## src/rtl/mm3_fifo.sv

```systemverilog
// Small register-based queue used between the front, the back and the result port.
module mm3_fifo #(
  parameter int unsigned WIDTH = 8,
  parameter int unsigned DEPTH = 2
) (
  input  logic             clk_i,
  input  logic             rst_ni,
  input  logic             push_i,
  input  logic [WIDTH-1:0] wdata_i,
  output logic             full_o,
  input  logic             pop_i,
  output logic [WIDTH-1:0] rdata_o,
  output logic             empty_o
);

  localparam int unsigned PtrW = (DEPTH > 1) ? $clog2(DEPTH) : 1;
  localparam int unsigned CntW = $clog2(DEPTH + 1);
  localparam logic [PtrW-1:0] PtrLast = PtrW'(DEPTH - 1);
  localparam logic [CntW-1:0] CntFull = CntW'(DEPTH);

  logic [WIDTH-1:0] mem_q [DEPTH];
  logic [PtrW-1:0]  wr_ptr_q, wr_ptr_d;
  logic [PtrW-1:0]  rd_ptr_q, rd_ptr_d;
  logic [CntW-1:0]  cnt_q, cnt_d;
  logic             do_push, do_pop;

  assign full_o  = (cnt_q == CntFull);
  assign empty_o = (cnt_q == '0);
  assign rdata_o = mem_q[rd_ptr_q];
  assign do_push = push_i && !full_o;
  assign do_pop  = pop_i && !empty_o;

  // Advance pointers with wrap and track the fill level
  always_comb begin
    wr_ptr_d = wr_ptr_q;
    rd_ptr_d = rd_ptr_q;
    cnt_d    = cnt_q;
    if (do_push) begin
      wr_ptr_d = (wr_ptr_q == PtrLast) ? '0 : wr_ptr_q + 1'b1;
    end
    if (do_pop) begin
      rd_ptr_d = (rd_ptr_q == PtrLast) ? '0 : rd_ptr_q + 1'b1;
    end
    if (do_push && !do_pop) begin
      cnt_d = cnt_q + 1'b1;
    end else if (do_pop && !do_push) begin
      cnt_d = cnt_q - 1'b1;
    end
  end

  always_ff @(posedge clk_i or negedge rst_ni) begin
    if (!rst_ni) begin
      wr_ptr_q <= '0;
      rd_ptr_q <= '0;
      cnt_q    <= '0;
    end else begin
      wr_ptr_q <= wr_ptr_d;
      rd_ptr_q <= rd_ptr_d;
      cnt_q    <= cnt_d;
    end
  end

  // Store the item on push
  always_ff @(posedge clk_i) begin
    if (do_push) begin
      mem_q[wr_ptr_q] <= wdata_i;
    end
  end

endmodule

```

## config.mk

```make
export PLATFORM = sky130hd
export DESIGN_NAME = mm3_fifo
export DESIGN_NICKNAME = d
export VERILOG_FILES = /design/src/rtl/mm3_fifo.sv
export SDC_FILE = /design/constraint.sdc
export NUM_CORES = 1
export LEC_CHECK = 0
export BUFFER_PORTS_ARGS = -buffer_cell sky130_fd_sc_hd__buf_4
export CAP_MARGIN = 10
export CORE_MARGIN = 3
export CORE_UTILIZATION = 52
export CTS_CLUSTER_DIAMETER = 200
export CTS_CLUSTER_SIZE = 24
export DETAILED_ROUTE_END_ITERATION = 12
export PLACE_DENSITY_LB_ADDON = 0.05
export SYNTH_ARGS = -nofsm -noshare
export SYNTH_HDL_FRONTEND = slang
export SYNTH_SLANG_ARGS = --single-unit
```

## constraint.sdc

```tcl
create_clock -name clk_i -period 2.7 [get_ports clk_i]
set_input_delay 0.135 -clock clk_i [delete_from_list [all_inputs] [get_ports clk_i]]
set_output_delay 0.135 -clock clk_i [all_outputs]
set_load 0.01 [all_outputs]
```

# Word level (Yosys, flattened, before mapping)
# Memory sizes are Yosys's and may differ from the RTL's.
# Cells that the tools add are included.
op_classes:
  n_addsub: 4
  multipliers: 0
  n_mux: 6
  div_mod_pow: 0
  shifts: 0
  n_bitwise: 0
  eq_ne: 1
  reduce_logical: 10
  magnitude_cmp: 0
ops:
  columns: ["operator", "n"]
  rows:
  - ["1-bit logical AND", 4]
  - ["1-bit logical NOT", 4]
  - ["1-bit two-way mux", 4]
  - ["2-bit two-way mux", 2]
  - ["1-bit adder (second input constant)", 2]
  - ["2-bit by 1-bit adder with 2-bit output (second input constant)", 1]
  - ["2-bit == test (second input constant)", 1]
  - ["2-bit logical NOT", 1]
  - ["2-bit nonzero test", 1]
  - ["2-bit by 1-bit subtractor with 2-bit output (second input constant)", 1]
totals:
  mem_count: 1
  output_inout_bits: 10
  mem_bits_ro: 0
  ram_bits: 16
  input_bits: 12
  elab_cells: 25
  reg_bits: 4
  latchBits: 0
mem_list:
  columns: ["memory", "words", "word_bits", "read_ports", "rd_ports_with_merged_regs", "wr", "line", "rtl"]
  rows:
  - ["mem_q", 2, 8, 1, 0, 1, "21", "logic [WIDTH-1:0] mem_q [DEPTH];"]

# Longest topological paths before layout
logic_depth:
  ltp_word: 7
  mapped_depth: 7
  mapped_depth_nobuf: 7

# Worst setup path after synthesis
# No wires, ideal clock.
synth_path:
  kind: "reg-to-reg"
  startpoint: "reg cnt_q[0]"
  endpoint: "mem mem_q[0][0], enable pin"
  setup_time_ns: 0.370
  t_arrival_ns: 1.022
  setup_slack_ns: 1.308
  path_buffers: 0
  stages_incl_launch_ff: 4
  required_ns: 2.330
  cell_sequence: "dfrtp_1 > nand2b_1 > nand2_2 > nor2_1"
synth_between:
  elab_chain_cells: 5
synth_rtl:
  columns: ["item", "line", "rtl"]
  rows:
  - ["start: declaration", "24", "logic [CntW-1:0] cnt_q, cnt_d;"]
  - ["start signal: assignment", "59", "cnt_q <= cnt_d;"]
  - ["2-bit == test", "27", "assign full_o = (cnt_q == CntFull);"]
  - ["1-bit logical NOT", "30", "assign do_push = push_i && !full_o;"]
  - ["1-bit logical AND", "30", null]
  - ["1-bit two-way mux", "65", "if (do_push) begin"]
  - ["1-bit two-way mux (implied by the code)", "66", "mem_q[wr_ptr_q] <= wdata_i;"]
  - ["end: declaration", "21", null]
# No other way between the ends.

# Worst setup path after layout
layout_path:
  startpoint: "reg cnt_q[0]"
  endpoint: "mem mem_q[0][4], enable pin"
# Same word-level chain as after synthesis.

==> impl_metrics.yaml <==
global_route:
  global_route_wire_length_before_repair_um: 2090
  antenna_violations_before_repair: 0
  gr-usage-all-layers_pct: 14.9
  first_global_vias: 425
  met3_usage_pct: 2.79
  grt.met2_usage_pct: 24.1
  grt_max_degree: 12
  grt_most_used_layer: "met2"
  groute.layer.met1.usage_pct: 18.7
  grt_overflow_total: 0
floorplanning:
  pin_count: 22
  std_cell_rows: 13
  die_area_um2: 2010
  die_w_um: 44.8
  initial_utilization_pct: 57.9
  floorplan.core_area_um2: 1350
  die_height_um: 44.8
route:
  number_of_drc_violations_after_detailed_routing_iteration_0: 9
  drt_drc_violations_left: 0
  postRouteAntennaNets: 0
  vias_per_cell: 5.13
  drt_pre_antenna_iters: 3
  routed_wl_um: 1250
  vias: 431
  drt-wirelength-per-cell_um: 14.8
clock_tree:
  clkLatencyLatePin_ps: 300
  tritoncts_clock_tree: "yes"
  htree_num_levels: 1
  cts_buffer_depth: 2
  clock-root-buffer: "clkbuf_4"
  cts.sink_count: 20
  clkTransAtPathRegs_ps: 110
  cts.repair_timing.setup_buffer_count: 0
  cts_inserted_buffers: 3
final_layout:
  final.fill_count: 86
  share_of_the_core_filled_with_cells_pct: 74.1
  fin_nets: 83
  layout-area-overhead-vs-synth_pct: 27.8
  layout-drive-gt1-share_pct: 42.0
  diodes_inserted: 0
  multi_input_comb_area_um2: 189
  seqCellArea_um2: 581
worst_setup_path:
  rr_endpoint: "mem_q[0][4]"
  timing.critical_path.arrival_ps: 1570
  r2r-start: "cnt_q[0]"
  critPathKind: "reg2reg"
  largest_fanout_of_any_net_on_the_critical_path: 8
  cell_depth_of_the_worst_flop_to_flop_path: 3
  worstSetupEndpointType: "register"
  cp-start-kind: "register"
  worst_ep_required_time_ps: 2640
  r2r_setup_slack_ps: 1080
worst_hold_path:
  holdCritStartpoint: "wdata_i[5]"
  worst_hold_path.endpoint: "mem_q[1][5]"
  holdCritPathClass: "in2reg"
  cell_depth_of_the_worst_min_delay_path: 1
placed_design:
  finalWeightedCongestion: 0.679
  number_of_port_buffers: 21
  hpwlAfterDp_um: 939
run:
  cap_viol_max_count: 0
synthesis:
  synth_seq_area_share_pct: 74.2
  netlist_area_um2: 782
  syn_inst: 44
  postSynthRegisterBits: 20
  synth_cell_type_count: 15
  synth.avg_cell_area_um2: 17.8
  synth-warning-count: 0
  postSynthNetCount: 57
timing:
  timing.final.crit_share_pct: 60.2
  final.hold.worst_slack_ps: 15.4
  setup_repair_after_global_routing_missed_its_margin: "no"
  clock_skew_ps: 6.26
  finalHoldViolations: 0
  slew_violations: 0
  worst_margin_slew_ps: 645
  slew_headroom_pct: 56.8
  timing.setup.tns_ps: 0
  final_report_setup_violation_count: 0
  timing.fmax_mhz: 616
  fin_crit_ps: 1620
power:
  worst_ir_drop_on_vdd_v: 0.000578
  power-per-cell-area_nw_per_um2: 1030
  static_leakage_nw: 0.417
outcome:
  outcome: "completed"
worst max-delay path by stage:
| stage | endpoint | start |
|---|---|---|
| 6_report | mem_q[0][4] | cnt_q[0] |
| 5_1_grt | mem_q[0][4] | cnt_q[0] |
| 4_1_cts | mem_q[0][4] | cnt_q[0] |
| 3_5_place_dp | mem_q[0][3] | cnt_q[0] |
| 3_3_place_gp | mem_q[0][1] | cnt_q[0] |
| 2_1_floorplan | mem_q[0][0] | cnt_q[0] |
synth_stat cells:
master | count | area, um2
buf_2 | 1 | 5.00
edfxtp_1 | 16 | 480
nor2_1 | 3 | 11.3
o21ai_1 | 1 | 5.00
and3_1 | 1 | 6.26
nand2b_1 | 1 | 6.26
nand2_2 | 1 | 6.26
ha_1 | 1 | 12.5
dfrtp_1 | 4 | 100
inv_1 | 2 | 7.51
xor2_1 | 2 | 17.5
xnor2_1 | 2 | 17.5
mux2_1 | 6 | 67.6
mux2_2 | 2 | 22.5
xnor2_2 | 1 | 16.3
through the flow:
step           area (um2)  std cells  worst slack (ps)  total power [W]
3_3_place_gp          953         79              1190         0.000855
5_1_grt              1000         84               933          0.00109
4_1_cts              1000         84              1050          0.00104
6_report             1000         84              1080          0.00103
2_1_floorplan         782         44              1310         0.000713
3_5_place_dp          953         79              1060         0.000873
cell families (layout without fill, tap and decap cells):
logic type | Yosys count | after routing | share of synthesized area (%)
DFF | 20 | 20 | 74.2
muxes | 8 | 8 | 11.5
and+or+nand+nor | 6 | 6 | 3.84
xor gates and xnor gates | 5 | 5 | 6.56
buffers and inverters | 3 | 28 | 1.60
adders and majority gates | 1 | 1 | 1.60
AOI/OAI and AO/OA | 1 | 1 | 0.639
power by group:
group,internal (W),total [W],switching (W)
registers,0.000431,0.000500,0.0000691
logic,0.000199,0.000361,0.000162
clock network,0.0000823,0.000169,0.0000867
total,0.000712,0.00103,0.000318
critical path, stage by stage (launching register included):
cell and delay (ps):
dfrtp_1 450, nand2b_1 200, nand2_2 110, nor2_1 510
sequential cells by signal, summed over array words and instances (netlist names):
signal and cells:
rd_ptr_q 1, mem_q 16, wr_ptr_q 1, cnt_q 2
layout by cell type, fill, tap and decap left out:
master	instances
dlygate4sd3_1	1
xnor2_2	1
ha_1	1
buf_4	21
nand2b_1	1
dfrtp_1	4
xnor2_1	2
and3_1	1
mux2_2	2
clkbuf_8	1
mux2_1	6
inv_1	2
clkbuf_4	3
edfxtp_1	16
xor2_1	2
nor2_1	3
nand2_2	1
o21ai_1	1
metal layers:
metal  part of all wire (%)  routed length (um)  vias up
li1                       -                   -      210
met1                     42                 527      205
met2                     51                 630       14
met3                    5.8                  72        2
met4                    1.2                  15        0
met5                      0                   0        -
cell type report:
type	count	share of cell area, %
flip-flops and latches	20	58.1
inverters	2	0.751
clock buffers	4	3.63
well taps	15	1.88
multi-input cells	21	18.9
repair buffers	22	16.8
timing repair:
action                                 4_1_cts  5_1_grt
gates resized for setup                      0        0
endpoints found under the hold margin        4        0
hold buffers                                 1        0
Note: power is estimated with default switching activity, not from simulation.
